**config.mk**
```make
export PLATFORM = sky130hd
export DESIGN_NAME = interval_slot_edf_assigner_top_flat
export DESIGN_NICKNAME = d
export VERILOG_FILES = /design/src/rtl/isea_pkg.sv /design/src/rtl/isea_in_if.sv /design/src/rtl/isea_out_if.sv /design/src/rtl/isea_datapath.sv /design/src/rtl/isea_ctrl.sv /design/src/rtl/interval_slot_edf_assigner_top.sv /design/src/flat_wrapper.sv
export VERILOG_INCLUDE_DIRS = /design/src /design/src/rtl
export SDC_FILE = /design/constraint.sdc
export NUM_CORES = 2
export LEC_CHECK = 0
export BUFFER_PORTS_ARGS = -buffer_cell sky130_fd_sc_hd__buf_2
export CORE_MARGIN = 3
export CORE_UTILIZATION = 60
export CTS_CLUSTER_SIZE = 30
export DETAILED_ROUTE_END_ITERATION = 16
export PLACE_DENSITY = 0.78
export SYNTH_ARGS = -nofsm -noshare
export SYNTH_HDL_FRONTEND = slang
export SYNTH_SLANG_ARGS = --single-unit
```
**constraint.sdc**
```tcl
create_clock -name clk -period 5.65 [get_ports clk]
set_input_delay 0.8475 -clock clk [delete_from_list [all_inputs] [get_ports clk]]
set_output_delay 0.8475 -clock clk [all_outputs]
set_load 0.03 [all_outputs]
```
**src/rtl/interval_slot_edf_assigner_top_defines.svh**
```systemverilog
// ----------------------------------------------------------------------------
// Assertion macros for the interval slot assigner
// Shared property shapes used by the blocks that carry assertions.
// ----------------------------------------------------------------------------
`ifndef INTERVAL_SLOT_EDF_ASSIGNER_TOP_DEFINES_SVH
`define INTERVAL_SLOT_EDF_ASSIGNER_TOP_DEFINES_SVH

// Same-cycle implication, disabled while reset is high.
`define ISEA_ASSERT_SAME(lbl, clk, rst, ante, cons) \
  lbl: assert property (@(posedge clk) disable iff (rst) (ante) |-> (cons)) \
    else $error("isea assertion failed");

// Next-cycle implication, disabled while reset is high.
`define ISEA_ASSERT_NEXT(lbl, clk, rst, ante, cons) \
  lbl: assert property (@(posedge clk) disable iff (rst) (ante) |=> (cons)) \
    else $error("isea assertion failed");

`endif

```
**src/rtl/isea_pkg.sv**
```systemverilog
// ----------------------------------------------------------------------------
// isea_pkg
// Shared constants and controller/datapath signal groups of the assigner.
// ----------------------------------------------------------------------------
package isea_pkg;

  // Default set capacity.
  localparam int MAX_N_DEF = 32;

  // Fixed field widths.
  localparam int END_W  = 6;
  localparam int IDX_W  = 5;
  localparam int POS_W  = 7;

  // Commands from the controller to the datapath.
  typedef struct packed {
    logic wr_en;
    logic clr_taken;
    logic search_clr;
    logic rd_en;
    logic axis;
    logic commit;
    logic emit_rd;
    logic out_load;
    logic out_fail;
    logic emit_last;
  } isea_cmd_t;

  // Status from the datapath to the controller.
  typedef struct packed {
    logic ok;
    logic out_free;
  } isea_status_t;

endpackage

```
**src/rtl/isea_in_if.sv**
```systemverilog
// ----------------------------------------------------------------------------
// isea_in_if
// Input channel: one item carries a column and a row interval.
// ----------------------------------------------------------------------------
interface isea_in_if import isea_pkg::*; ();
  logic             valid;
  logic             ready;
  logic [END_W-1:0] col_low;
  logic [END_W-1:0] col_high;
  logic [END_W-1:0] row_low;
  logic [END_W-1:0] row_high;
  logic             final_item;

  modport source (output valid, col_low, col_high, row_low, row_high, final_item,
                  input ready);
  modport sink (input valid, col_low, col_high, row_low, row_high, final_item,
                output ready);
endinterface

```
**src/rtl/isea_out_if.sv**
```systemverilog
// ----------------------------------------------------------------------------
// isea_out_if
// Output channel: one placement per item, or one impossible result.
// ----------------------------------------------------------------------------
interface isea_out_if import isea_pkg::*; ();
  logic             valid;
  logic             ready;
  logic [IDX_W-1:0] item_index;
  logic [END_W-1:0] placed_col;
  logic [END_W-1:0] placed_row;
  logic             impossible;
  logic             final_result;

  modport source (output valid, item_index, placed_col, placed_row, impossible,
                  final_result, input ready);
  modport sink (input valid, item_index, placed_col, placed_row, impossible,
                final_result, output ready);
endinterface

```
**src/rtl/isea_datapath.sv**
```systemverilog
// ----------------------------------------------------------------------------
// isea_datapath
// Interval memories, taken marks, best-candidate search, placement store
// and the output register.
// ----------------------------------------------------------------------------
module isea_datapath import isea_pkg::*; #(
  parameter int MAX_N = MAX_N_DEF,
  parameter int AW    = (MAX_N > 1) ? $clog2(MAX_N) : 1
) (
  input  logic             clk,
  input  logic             rst,
  input  isea_cmd_t        cmd,
  output isea_status_t     status,
  input  logic [AW-1:0]    wr_addr,
  input  logic [AW-1:0]    rd_addr,
  input  logic [POS_W-1:0] pos,
  input  logic [IDX_W-1:0] emit_index,
  input  logic [END_W-1:0] col_low,
  input  logic [END_W-1:0] col_high,
  input  logic [END_W-1:0] row_low,
  input  logic [END_W-1:0] row_high,
  output logic             out_valid,
  input  logic             out_ready,
  output logic [IDX_W-1:0] item_index,
  output logic [END_W-1:0] placed_col,
  output logic [END_W-1:0] placed_row,
  output logic             impossible,
  output logic             final_result
);

  logic [2*END_W-1:0] col_mem  [MAX_N];
  logic [2*END_W-1:0] row_mem  [MAX_N];
  logic [END_W-1:0]   pcol_mem [MAX_N];
  logic [END_W-1:0]   prow_mem [MAX_N];

  logic [END_W-1:0] lo_q;
  logic [END_W-1:0] hi_q;
  logic [AW-1:0]    k_q;
  logic             v_q;
  logic [MAX_N-1:0] taken;

  logic             found;
  logic             fail;
  logic [AW-1:0]    best_idx;
  logic [END_W-1:0] best_lo;
  logic [END_W-1:0] best_hi;

  logic [END_W-1:0] ecol_q;
  logic [END_W-1:0] erow_q;

  logic cand;
  logic late;
  logic fits;
  logic better;

  // Interval memories: written while loading, read one entry per cycle in a scan.
  always_ff @(posedge clk) begin
    if (cmd.wr_en) begin
      col_mem[wr_addr] <= {col_low, col_high};
      row_mem[wr_addr] <= {row_low, row_high};
    end
    if (cmd.rd_en) begin
      if (cmd.axis) begin
        {lo_q, hi_q} <= row_mem[rd_addr];
      end else begin
        {lo_q, hi_q} <= col_mem[rd_addr];
      end
      k_q <= rd_addr;
    end
  end

  // The read data is valid in the cycle after the read was issued.
  always_ff @(posedge clk) begin
    if (rst) begin
      v_q <= 1'b0;
    end else begin
      v_q <= cmd.rd_en;
    end
  end

  // Judge the entry just read against the current position.
  always_comb begin
    cand   = v_q && !taken[k_q];
    late   = cand && ({1'b0, hi_q} < pos);
    fits   = cand && ({1'b0, lo_q} <= pos);
    better = fits && (!found || (hi_q < best_hi) ||
                      ((hi_q == best_hi) && (lo_q < best_lo)));
  end

  // Running best candidate; the earlier index keeps a full tie.
  always_ff @(posedge clk) begin
    if (rst || cmd.search_clr) begin
      found <= 1'b0;
      fail  <= 1'b0;
    end else begin
      if (late) begin
        fail <= 1'b1;
      end
      if (better) begin
        found <= 1'b1;
      end
    end
  end

  always_ff @(posedge clk) begin
    if (better) begin
      best_idx <= k_q;
      best_lo  <= lo_q;
      best_hi  <= hi_q;
    end
  end

  // Taken marks, cleared at the start of each axis.
  always_ff @(posedge clk) begin
    if (rst || cmd.clr_taken) begin
      taken <= '0;
    end else if (cmd.commit) begin
      taken[best_idx] <= 1'b1;
    end
  end

  // Placement store: the winner of each position records it.
  always_ff @(posedge clk) begin
    if (cmd.commit) begin
      if (cmd.axis) begin
        prow_mem[best_idx] <= pos[END_W-1:0];
      end else begin
        pcol_mem[best_idx] <= pos[END_W-1:0];
      end
    end
    if (cmd.emit_rd) begin
      ecol_q <= pcol_mem[rd_addr];
      erow_q <= prow_mem[rd_addr];
    end
  end

  // Output register; it holds a result until the sink takes it.
  always_ff @(posedge clk) begin
    if (rst) begin
      out_valid <= 1'b0;
    end else if (cmd.out_load || cmd.out_fail) begin
      out_valid <= 1'b1;
    end else if (out_ready) begin
      out_valid <= 1'b0;
    end
  end

  always_ff @(posedge clk) begin
    if (cmd.out_fail) begin
      item_index   <= '0;
      placed_col   <= '0;
      placed_row   <= '0;
      impossible   <= 1'b1;
      final_result <= 1'b1;
    end else if (cmd.out_load) begin
      item_index   <= emit_index;
      placed_col   <= ecol_q;
      placed_row   <= erow_q;
      impossible   <= 1'b0;
      final_result <= cmd.emit_last;
    end
  end

  assign status.ok       = found && !fail;
  assign status.out_free = !out_valid || out_ready;

endmodule

```
**src/rtl/isea_ctrl.sv**
```systemverilog
// ----------------------------------------------------------------------------
// isea_ctrl
// Sequencer: loads a set, walks positions and entries per axis, then emits.
// ----------------------------------------------------------------------------
`include "interval_slot_edf_assigner_top_defines.svh"

module isea_ctrl import isea_pkg::*; #(
  parameter int MAX_N = MAX_N_DEF,
  parameter int AW    = (MAX_N > 1) ? $clog2(MAX_N) : 1,
  parameter int CW    = $clog2(MAX_N + 1)
) (
  input  logic             clk,
  input  logic             rst,
  input  logic             in_valid,
  output logic             in_ready,
  input  logic             final_item,
  output isea_cmd_t        cmd,
  input  isea_status_t     status,
  output logic [AW-1:0]    wr_addr,
  output logic [AW-1:0]    rd_addr,
  output logic [POS_W-1:0] pos,
  output logic [IDX_W-1:0] emit_index
);

  typedef enum logic [2:0] {
    LOAD,
    START,
    SCAN,
    DRAIN,
    COMMIT,
    FAIL_OUT,
    EMIT_RD,
    EMIT_LD
  } state_t;

  state_t        state;
  logic [CW-1:0] count;
  logic [CW-1:0] n;
  logic [CW-1:0] k;
  logic [CW-1:0] p;
  logic [CW-1:0] e;
  logic          axis;

  logic          accept;
  logic          room;

  assign accept = in_valid && in_ready;
  assign room   = count < CW'(MAX_N);

  // Sequencer state and counters.
  always_ff @(posedge clk) begin
    if (rst) begin
      state <= LOAD;
      count <= '0;
      n     <= '0;
      k     <= '0;
      p     <= '0;
      e     <= '0;
      axis  <= 1'b0;
    end else begin
      case (state)
        LOAD: begin
          if (accept) begin
            if (final_item) begin
              n     <= room ? count + CW'(1) : count;
              count <= '0;
              axis  <= 1'b0;
              state <= START;
            end else if (room) begin
              count <= count + CW'(1);
            end
          end
        end
        START: begin
          k <= '0;
          p <= CW'(1);
          if (n == '0) begin
            state <= FAIL_OUT;
          end else begin
            state <= SCAN;
          end
        end
        SCAN: begin
          k <= k + CW'(1);
          if (k == n - CW'(1)) begin
            state <= DRAIN;
          end
        end
        DRAIN: begin
          state <= COMMIT;
        end
        COMMIT: begin
          if (!status.ok) begin
            state <= FAIL_OUT;
          end else if (p == n) begin
            if (!axis) begin
              axis  <= 1'b1;
              state <= START;
            end else begin
              e     <= '0;
              state <= EMIT_RD;
            end
          end else begin
            p     <= p + CW'(1);
            k     <= '0;
            state <= SCAN;
          end
        end
        FAIL_OUT: begin
          if (status.out_free) begin
            state <= LOAD;
          end
        end
        EMIT_RD: begin
          state <= EMIT_LD;
        end
        EMIT_LD: begin
          if (status.out_free) begin
            if (e == n - CW'(1)) begin
              state <= LOAD;
            end else begin
              e     <= e + CW'(1);
              state <= EMIT_RD;
            end
          end
        end
        default: begin
          state <= LOAD;
        end
      endcase
    end
  end

  // Commands decoded from the state.
  always_comb begin
    cmd            = '0;
    cmd.axis       = axis;
    cmd.emit_last  = (e == n - CW'(1));
    cmd.wr_en      = (state == LOAD) && accept && room;
    cmd.clr_taken  = (state == START);
    cmd.search_clr = (state == START) || (state == COMMIT);
    cmd.rd_en      = (state == SCAN);
    cmd.commit     = (state == COMMIT) && status.ok;
    cmd.emit_rd    = (state == EMIT_RD);
    cmd.out_load   = (state == EMIT_LD) && status.out_free;
    cmd.out_fail   = (state == FAIL_OUT) && status.out_free;
  end

  assign in_ready   = (state == LOAD);
  assign wr_addr    = count[AW-1:0];
  assign rd_addr    = (state == SCAN) ? k[AW-1:0] : e[AW-1:0];
  assign pos        = POS_W'(p);
  assign emit_index = IDX_W'(e);

  // A position is only taken by a candidate that fits.
  `ISEA_ASSERT_SAME(a_commit_ok, clk, rst, cmd.commit, status.ok)
  // The output register is loaded only when it is free.
  `ISEA_ASSERT_SAME(a_load_free, clk, rst, cmd.out_load || cmd.out_fail, status.out_free)
  // Scan addresses stay inside the loaded set.
  `ISEA_ASSERT_SAME(a_scan_range, clk, rst, state == SCAN, (k < n) && (p != '0) && (p <= n))
  // After the last placement the block is ready for a new set.
  `ISEA_ASSERT_NEXT(a_emit_done, clk, rst, cmd.out_load && cmd.emit_last, in_ready)

endmodule

```
**src/rtl/interval_slot_edf_assigner_top.sv**
```systemverilog
// ----------------------------------------------------------------------------
// interval_slot_edf_assigner_top
// Earliest-deadline matching of column and row intervals to positions.
// ----------------------------------------------------------------------------
// Usage:
//   in_ch carries one item per handshake: a column interval, a row interval
//   and final_item. Items are taken one per cycle while a set is loading; at
//   most MAX_N are stored and any further item is dropped, though its
//   final_item flag still ends the set.
//   After the last item the block places positions 1..n on the column axis,
//   then on the row axis. Each position scans all n entries, one entry read
//   from the interval memory per cycle, then passes a drain state and a
//   commit state. in_ch is not ready during compute and emit.
//   out_ch then gives one item per loaded item, in load order, each through
//   a placement store read, then the output register; the last one
//   carries final_result. If no full assignment exists, a single item with
//   impossible and final_result set is given instead.
//   The output register holds its item while the sink stalls; loading of the
//   next set starts as soon as the last result is in the register.
//   Reset clears the sequencer, the item count and the output valid.
// ----------------------------------------------------------------------------
module interval_slot_edf_assigner_top import isea_pkg::*; #(
  parameter int MAX_N = MAX_N_DEF
) (
  input  logic   clk,
  input  logic   rst,
  isea_in_if.sink    in_ch,
  isea_out_if.source out_ch
);

  localparam int AW = (MAX_N > 1) ? $clog2(MAX_N) : 1;
  localparam int CW = $clog2(MAX_N + 1);

  isea_cmd_t        cmd;
  isea_status_t     status;
  logic [AW-1:0]    wr_addr;
  logic [AW-1:0]    rd_addr;
  logic [POS_W-1:0] pos;
  logic [IDX_W-1:0] emit_index;

  // Sequencer.
  isea_ctrl #(
    .MAX_N (MAX_N),
    .AW    (AW),
    .CW    (CW)
  ) u_ctrl (
    .clk        (clk),
    .rst        (rst),
    .in_valid   (in_ch.valid),
    .in_ready   (in_ch.ready),
    .final_item (in_ch.final_item),
    .cmd        (cmd),
    .status     (status),
    .wr_addr    (wr_addr),
    .rd_addr    (rd_addr),
    .pos        (pos),
    .emit_index (emit_index)
  );

  // Storage, search and output register.
  isea_datapath #(
    .MAX_N (MAX_N),
    .AW    (AW)
  ) u_datapath (
    .clk          (clk),
    .rst          (rst),
    .cmd          (cmd),
    .status       (status),
    .wr_addr      (wr_addr),
    .rd_addr      (rd_addr),
    .pos          (pos),
    .emit_index   (emit_index),
    .col_low      (in_ch.col_low),
    .col_high     (in_ch.col_high),
    .row_low      (in_ch.row_low),
    .row_high     (in_ch.row_high),
    .out_valid    (out_ch.valid),
    .out_ready    (out_ch.ready),
    .item_index   (out_ch.item_index),
    .placed_col   (out_ch.placed_col),
    .placed_row   (out_ch.placed_row),
    .impossible   (out_ch.impossible),
    .final_result (out_ch.final_result)
  );

endmodule

```
**src/flat_wrapper.sv**
```systemverilog
// flat-port wrapper written by rule: the top's interface ports become plain ports
module interval_slot_edf_assigner_top_flat import isea_pkg::*;
#(
  parameter int MAX_N = MAX_N_DEF
)
  (clk, rst, in_ch_valid, in_ch_col_low, in_ch_col_high, in_ch_row_low, in_ch_row_high, in_ch_final_item, in_ch_ready, out_ch_valid, out_ch_item_index, out_ch_placed_col, out_ch_placed_row, out_ch_impossible, out_ch_final_result, out_ch_ready);
  isea_in_if in_ch_i ();
  isea_out_if out_ch_i ();
  input  logic clk;
  input  logic rst;
  input wire logic [$bits(in_ch_i.valid)-1:0] in_ch_valid;
  input wire logic [$bits(in_ch_i.col_low)-1:0] in_ch_col_low;
  input wire logic [$bits(in_ch_i.col_high)-1:0] in_ch_col_high;
  input wire logic [$bits(in_ch_i.row_low)-1:0] in_ch_row_low;
  input wire logic [$bits(in_ch_i.row_high)-1:0] in_ch_row_high;
  input wire logic [$bits(in_ch_i.final_item)-1:0] in_ch_final_item;
  output wire logic [$bits(in_ch_i.ready)-1:0] in_ch_ready;
  output wire logic [$bits(out_ch_i.valid)-1:0] out_ch_valid;
  output wire logic [$bits(out_ch_i.item_index)-1:0] out_ch_item_index;
  output wire logic [$bits(out_ch_i.placed_col)-1:0] out_ch_placed_col;
  output wire logic [$bits(out_ch_i.placed_row)-1:0] out_ch_placed_row;
  output wire logic [$bits(out_ch_i.impossible)-1:0] out_ch_impossible;
  output wire logic [$bits(out_ch_i.final_result)-1:0] out_ch_final_result;
  input wire logic [$bits(out_ch_i.ready)-1:0] out_ch_ready;
  assign in_ch_i.valid = in_ch_valid;
  assign in_ch_i.col_low = in_ch_col_low;
  assign in_ch_i.col_high = in_ch_col_high;
  assign in_ch_i.row_low = in_ch_row_low;
  assign in_ch_i.row_high = in_ch_row_high;
  assign in_ch_i.final_item = in_ch_final_item;
  assign in_ch_ready = in_ch_i.ready;
  assign out_ch_valid = out_ch_i.valid;
  assign out_ch_item_index = out_ch_i.item_index;
  assign out_ch_placed_col = out_ch_i.placed_col;
  assign out_ch_placed_row = out_ch_i.placed_row;
  assign out_ch_impossible = out_ch_i.impossible;
  assign out_ch_final_result = out_ch_i.final_result;
  assign out_ch_i.ready = out_ch_ready;
  interval_slot_edf_assigner_top #(.MAX_N(MAX_N)) u_core (.clk(clk), .rst(rst), .in_ch(in_ch_i), .out_ch(out_ch_i));
endmodule
```
==> key figures <==
Timing
  • Hold violation count in the final report: 0
  • Final setup TNS: 0 ns
  • Pin slew with the least headroom to its limit: 1.18 ns
  • Number of pins with negative max-slew slack in the final report: 0
  • Slew Limit Headroom: 0.208
  • Min cycle time layout: 4.57 ns
  • RSZ-0062 raised after global routing: no
  • Achievable Freq: about 220 MHz
  • Post-route clock skew: a little over 0.04 ns
  • Final worst-path cycle share: 0.808
  • Final setup vio count: 0

Floorplanning
  • Starting density of the core: 0.611
  • Standard-cell rows: ~110
  • Total Die Area: about 90000 um2
  • Core Footprint: about 84000 um2
  • Vertical die dimension: around 300 um
  • Count of boundary I/O pins: 50
  • Die width: 299 um

Worst setup path
  • Beginning of the worst register-to-register path: u_core.u_ctrl.state[1]$_SDFFE_PP0P_
  • Worst R2R Setup Slack: ~1.1 ns
  • Kind of critical path: reg2reg
  • Worst setup startpoint: u_core.u_ctrl.state[1]$_SDFFE_PP0P_
  • Maximum fanout encountered on the critical timing path: 34
  • Arrival time of the worst setup path: 5.15 ns
  • Number of cells on the worst reg-to-reg path: 10
  • Startpoint class of the critical path: register
  • CP endpoint kind: register
  • Destination of the worst register-to-register timing path: u_core.u_datapath.lo_q[5]$_DFFE_PP_
  • CP Data Required Time: roughly 6.2 ns

Clocking
  • Count of instances resized after the clock tree is built: 0
  • Num Clock Sinks: 1287
  • CTS H-tree lvls: 3
  • TritonCTS clock tree: yes
  • Hold Buf Count CTS: 0
  • TritonCTS buffer count: ~120
  • Clock transition at the registers of the reported paths: about 0.060 ns
  • Post-CTS repair timing setup buffer count: 0
  • Maximum number of buffers from clock root to sink: 3
  • Skew-Pair Late Insertion Delay: around 0.73 ns
  • Root buffer cell: sky130_fd_sc_hd__clkbuf_16

Cells and area
  • Share of layout cells above drive strength 1: 0.0948
  • Final cell count without fillers: around 5200
  • Synthesis-to-layout area growth: 10.2%
  • Total number of nets in the final design: between 4000 and 5000
  • Final core utilization: 0.673
  • Most used cells in the layout excluding fill and tap cells: sky130_fd_sc_hd__edfxtp_1, sky130_fd_sc_hd__nand2_1, sky130_fd_sc_hd__nand3_1, sky130_fd_sc_hd__nor2_1, sky130_fd_sc_hd__clkbuf_16
  • Fill cell instance count of the final layout: 5696
  • Layout Cell Area excl Fill: between 50000 and 60000 um2
  • Most common library cell in the layout ignoring fill and taps: sky130_fd_sc_hd__edfxtp_1

Logic synthesis
  • Post-synthesis area per instance: about 13 um2
  • Area of the mapped netlist: 51700 um2
  • Synth Instances: 3967
  • Post-synth EDFFs: about 1200
  • Synthesis warning total: 0
  • Unique masters post-synth: 63
  • Seq/Total Area, Yosys: 0.731
  • Total nets after synthesis: slightly above 4000
  • Asr flop ratio synth: 0
  • Seq cells post-synth: ~1300
  • Predominant post-synthesis flop cell: sky130_fd_sc_hd__edfxtp_1

Placement
  • Dpl hpwl: 75600 um
  • Final Wtd Congestion: approximately 0.9
  • Number of instances in the placed design: approximately 5000
  • I/O Buffers: 49
  • Total placed instance area: about 53000 um2

Detailed routing
  • Number of vias after detailed routing: between 30000 and 40000
  • Vias/cell: around 6.4
  • Post-route antenna net violation count: 0
  • Count of routing violations after the opening detailed-route iteration: approximately 4800
  • Post-DR wirelength/cell: 25.9 um
  • Total Wirelength: ~130000 um
  • Number of DRC violations after detailed routing: 0
  • First-pass iteration count of the detailed router: 6

Power and ir drop
  • Sequential fraction of design power: 0.552
  • Share of power burned in the clock network: 0.424
  • Leakage dissipation: between 20 and 25 nW
  • Power per unit of standard cell area: 334 nW/um2
  • Proportion of power drawn by combinational gates: 0.024
  • Worst supply voltage drop on vdd: 0.295 mV
  • Reported net switching power: between 3 and 4 mW
  • Internal power component: 15.1 mW
  • Switching part of the total power: 0.202

Global route
  • Initial antenna violation count: 3
  • Global-route wire length before repair: between 150000 and 200000 um
  • GR Overflow Total: 0
  • Global-route total usage across every layer: 0.298
  • Number of global-route vias before repair: between 30000 and 40000
  • Maximum number of pins on one net before global-route repair: 186

Min path
  • Worst hold stages: 2
  • Source of the worst hold timing path: u_core.u_datapath.placed_row[0]$_SDFFE_PP0P_
  • Hold worst-path end: u_core.u_datapath.placed_row[0]$_SDFFE_PP0P_
  • Class of the worst hold path: reg2reg

Outcome
  • Result of the run: finished, final reports clean

Flow run
  • Max-capacitance violation count: 0
[worst max-delay path, cell delays in order (launching register included)]
cell and delay (ns):
sky130_fd_sc_hd__dfxtp_1 0.31, sky130_fd_sc_hd__buf_4 0.33, sky130_fd_sc_hd__or3b_1 0.38, sky130_fd_sc_hd__buf_4 0.24, sky130_fd_sc_hd__inv_6 0.30, sky130_fd_sc_hd__mux2_2 0.39
sky130_fd_sc_hd__nand3b_1 0.71, sky130_fd_sc_hd__nand2b_1 0.83, sky130_fd_sc_hd__a21oi_1 0.09, sky130_fd_sc_hd__nor4_1 0.61, sky130_fd_sc_hd__and3_1 0.25
[cells in the mapped netlist, types with 4 or more instances]
master                      count  area share
sky130_fd_sc_hd__a31oi_1      105       0.013
sky130_fd_sc_hd__nand3_1      230       0.022
sky130_fd_sc_hd__a32oi_1       68       0.012
sky130_fd_sc_hd__xor2_1        10      0.0017
sky130_fd_sc_hd__and2_1         4     0.00048
sky130_fd_sc_hd__nor4_1        28      0.0034
sky130_fd_sc_hd__mux2i_4        4      0.0017
sky130_fd_sc_hd__nand2_1     1052       0.076
sky130_fd_sc_hd__mux2i_1       81       0.016
sky130_fd_sc_hd__or2_2          6     0.00073
sky130_fd_sc_hd__nand3b_1      10      0.0015
sky130_fd_sc_hd__ha_1          31      0.0075
sky130_fd_sc_hd__xnor2_1       21      0.0036
sky130_fd_sc_hd__nor2_1       192       0.014
sky130_fd_sc_hd__and3_1       115       0.014
sky130_fd_sc_hd__a21o_1         4     0.00058
sky130_fd_sc_hd__nor3_1        99      0.0096
sky130_fd_sc_hd__mux2_2         4     0.00087
sky130_fd_sc_hd__a2111oi_0     15      0.0025
sky130_fd_sc_hd__dfxtp_1       89       0.034
sky130_fd_sc_hd__buf_4         21      0.0031
sky130_fd_sc_hd__o21ai_0       33      0.0032
sky130_fd_sc_hd__nand2b_1      10      0.0012
sky130_fd_sc_hd__clkbuf_1     112      0.0081
sky130_fd_sc_hd__a211oi_1       7      0.0010
sky130_fd_sc_hd__mux4_2        10      0.0044
sky130_fd_sc_hd__buf_6         15      0.0033
sky130_fd_sc_hd__inv_1         30      0.0022
sky130_fd_sc_hd__nand4_1       43      0.0052
sky130_fd_sc_hd__edfxtp_1    1198        0.70
sky130_fd_sc_hd__a21oi_1       89      0.0086
sky130_fd_sc_hd__buf_1         13     0.00094
sky130_fd_sc_hd__o21a_1         6     0.00087
sky130_fd_sc_hd__or3_1          5     0.00061
sky130_fd_sc_hd__nor2b_1       11      0.0013
sky130_fd_sc_hd__o22ai_1       61      0.0074
sky130_fd_sc_hd__nor3b_1        8      0.0012
sky130_fd_sc_hd__buf_2         91      0.0088
[cell type report]
| type | count | area (um2) | area share |
|---|---|---|---|
| sequential | 1287 | 37800 | 0.664 |
| antenna | 1 | 2.50 | 0.0000440 |
| timing repair buffer | 131 | 961 | 0.0169 |
| inverter | 33 | 139 | 0.00244 |
| clock buffer | 150 | 3160 | 0.0555 |
| clock inverter | 76 | 771 | 0.0135 |
| multi-input combinational | 2395 | 12700 | 0.223 |
| tap | 1134 | 1420 | 0.0249 |
[sequential cells by signal, indices dropped and copies added (netlist names), 6 cells and up]
name	flops
u_core.u_ctrl.p	6
u_core.u_ctrl.k	6
u_core.u_datapath.prow_mem	192
u_core.u_datapath.col_mem	384
u_core.u_ctrl.count	6
u_core.u_datapath.lo_q	6
u_core.u_datapath.placed_col	6
u_core.u_datapath.best_lo	6
u_core.u_ctrl.e	6
u_core.u_ctrl.n	6
u_core.u_datapath.best_hi	6
u_core.u_datapath.ecol_q	6
u_core.u_datapath.hi_q	6
u_core.u_datapath.row_mem	384
u_core.u_datapath.placed_row	6
u_core.u_datapath.erow_q	6
u_core.u_datapath.taken	32
u_core.u_datapath.pcol_mem	192
[stage by stage]
stage          hold WS, ns  total power [mW]  setup WS [ns]
3_3_place_gp         0.420              11.1           1.29
5_1_grt              0.453              19.5          0.895
2_1_floorplan        0.424              10.9           1.46
4_1_cts              0.435              19.0           1.15
6_report             0.432              19.0           1.08
3_5_place_dp         0.426              11.1           1.18
[power groups by stage]
stage / clock, mW / combinational, mW / sequential, mW
floorplan: 0 / 0.225 / 10.7
global placement: 0 / 0.432 / 10.7
detailed placement: 0 / 0.444 / 10.7
CTS: 8.10 / 0.447 / 10.5
global route: 8.48 / 0.490 / 10.5
finish: 8.05 / 0.455 / 10.5
[routing by layer]
metal,GRT usage,up-vias,wire length [um]
met5,0,-,0
met3,0.0558,447,14200
met1,0.389,16100,48900
met2,0.485,2189,64700
met4,0.146,0,6900
li1,-,14600,-
[worst max path at each step]
stage                                                         to  cells past startpoint  slack (ns)
after CTS                    u_core.u_datapath.hi_q[5]$_DFFE_PP_                     10        1.15
after global routing         u_core.u_datapath.lo_q[5]$_DFFE_PP_                     10        0.90
after detailed placement     u_core.u_datapath.hi_q[5]$_DFFE_PP_                     10        1.18
after floorplan           u_core.u_datapath.best_hi[0]$_DFFE_PP_                      8        1.46
final                        u_core.u_datapath.lo_q[5]$_DFFE_PP_                     10        1.08
after global placement       u_core.u_datapath.lo_q[5]$_DFFE_PP_                     10        1.29
[kinds of logic (layout without fill, tap and decap cells)]
group,after synthesis,count (layout),synth area share
muxes,100,100,0.0230
buffers and inverters,285,390,0.0267
and+or+nand+nor,1819,1819,0.153
other,0,1,0
AOI/OAI and AO/OA,410,410,0.0521
DFF,1287,1287,0.731
adders and majority gates,31,31,0.00751
xor gates and xnor gates,35,35,0.00702
(Power assumes the default switching activity.)
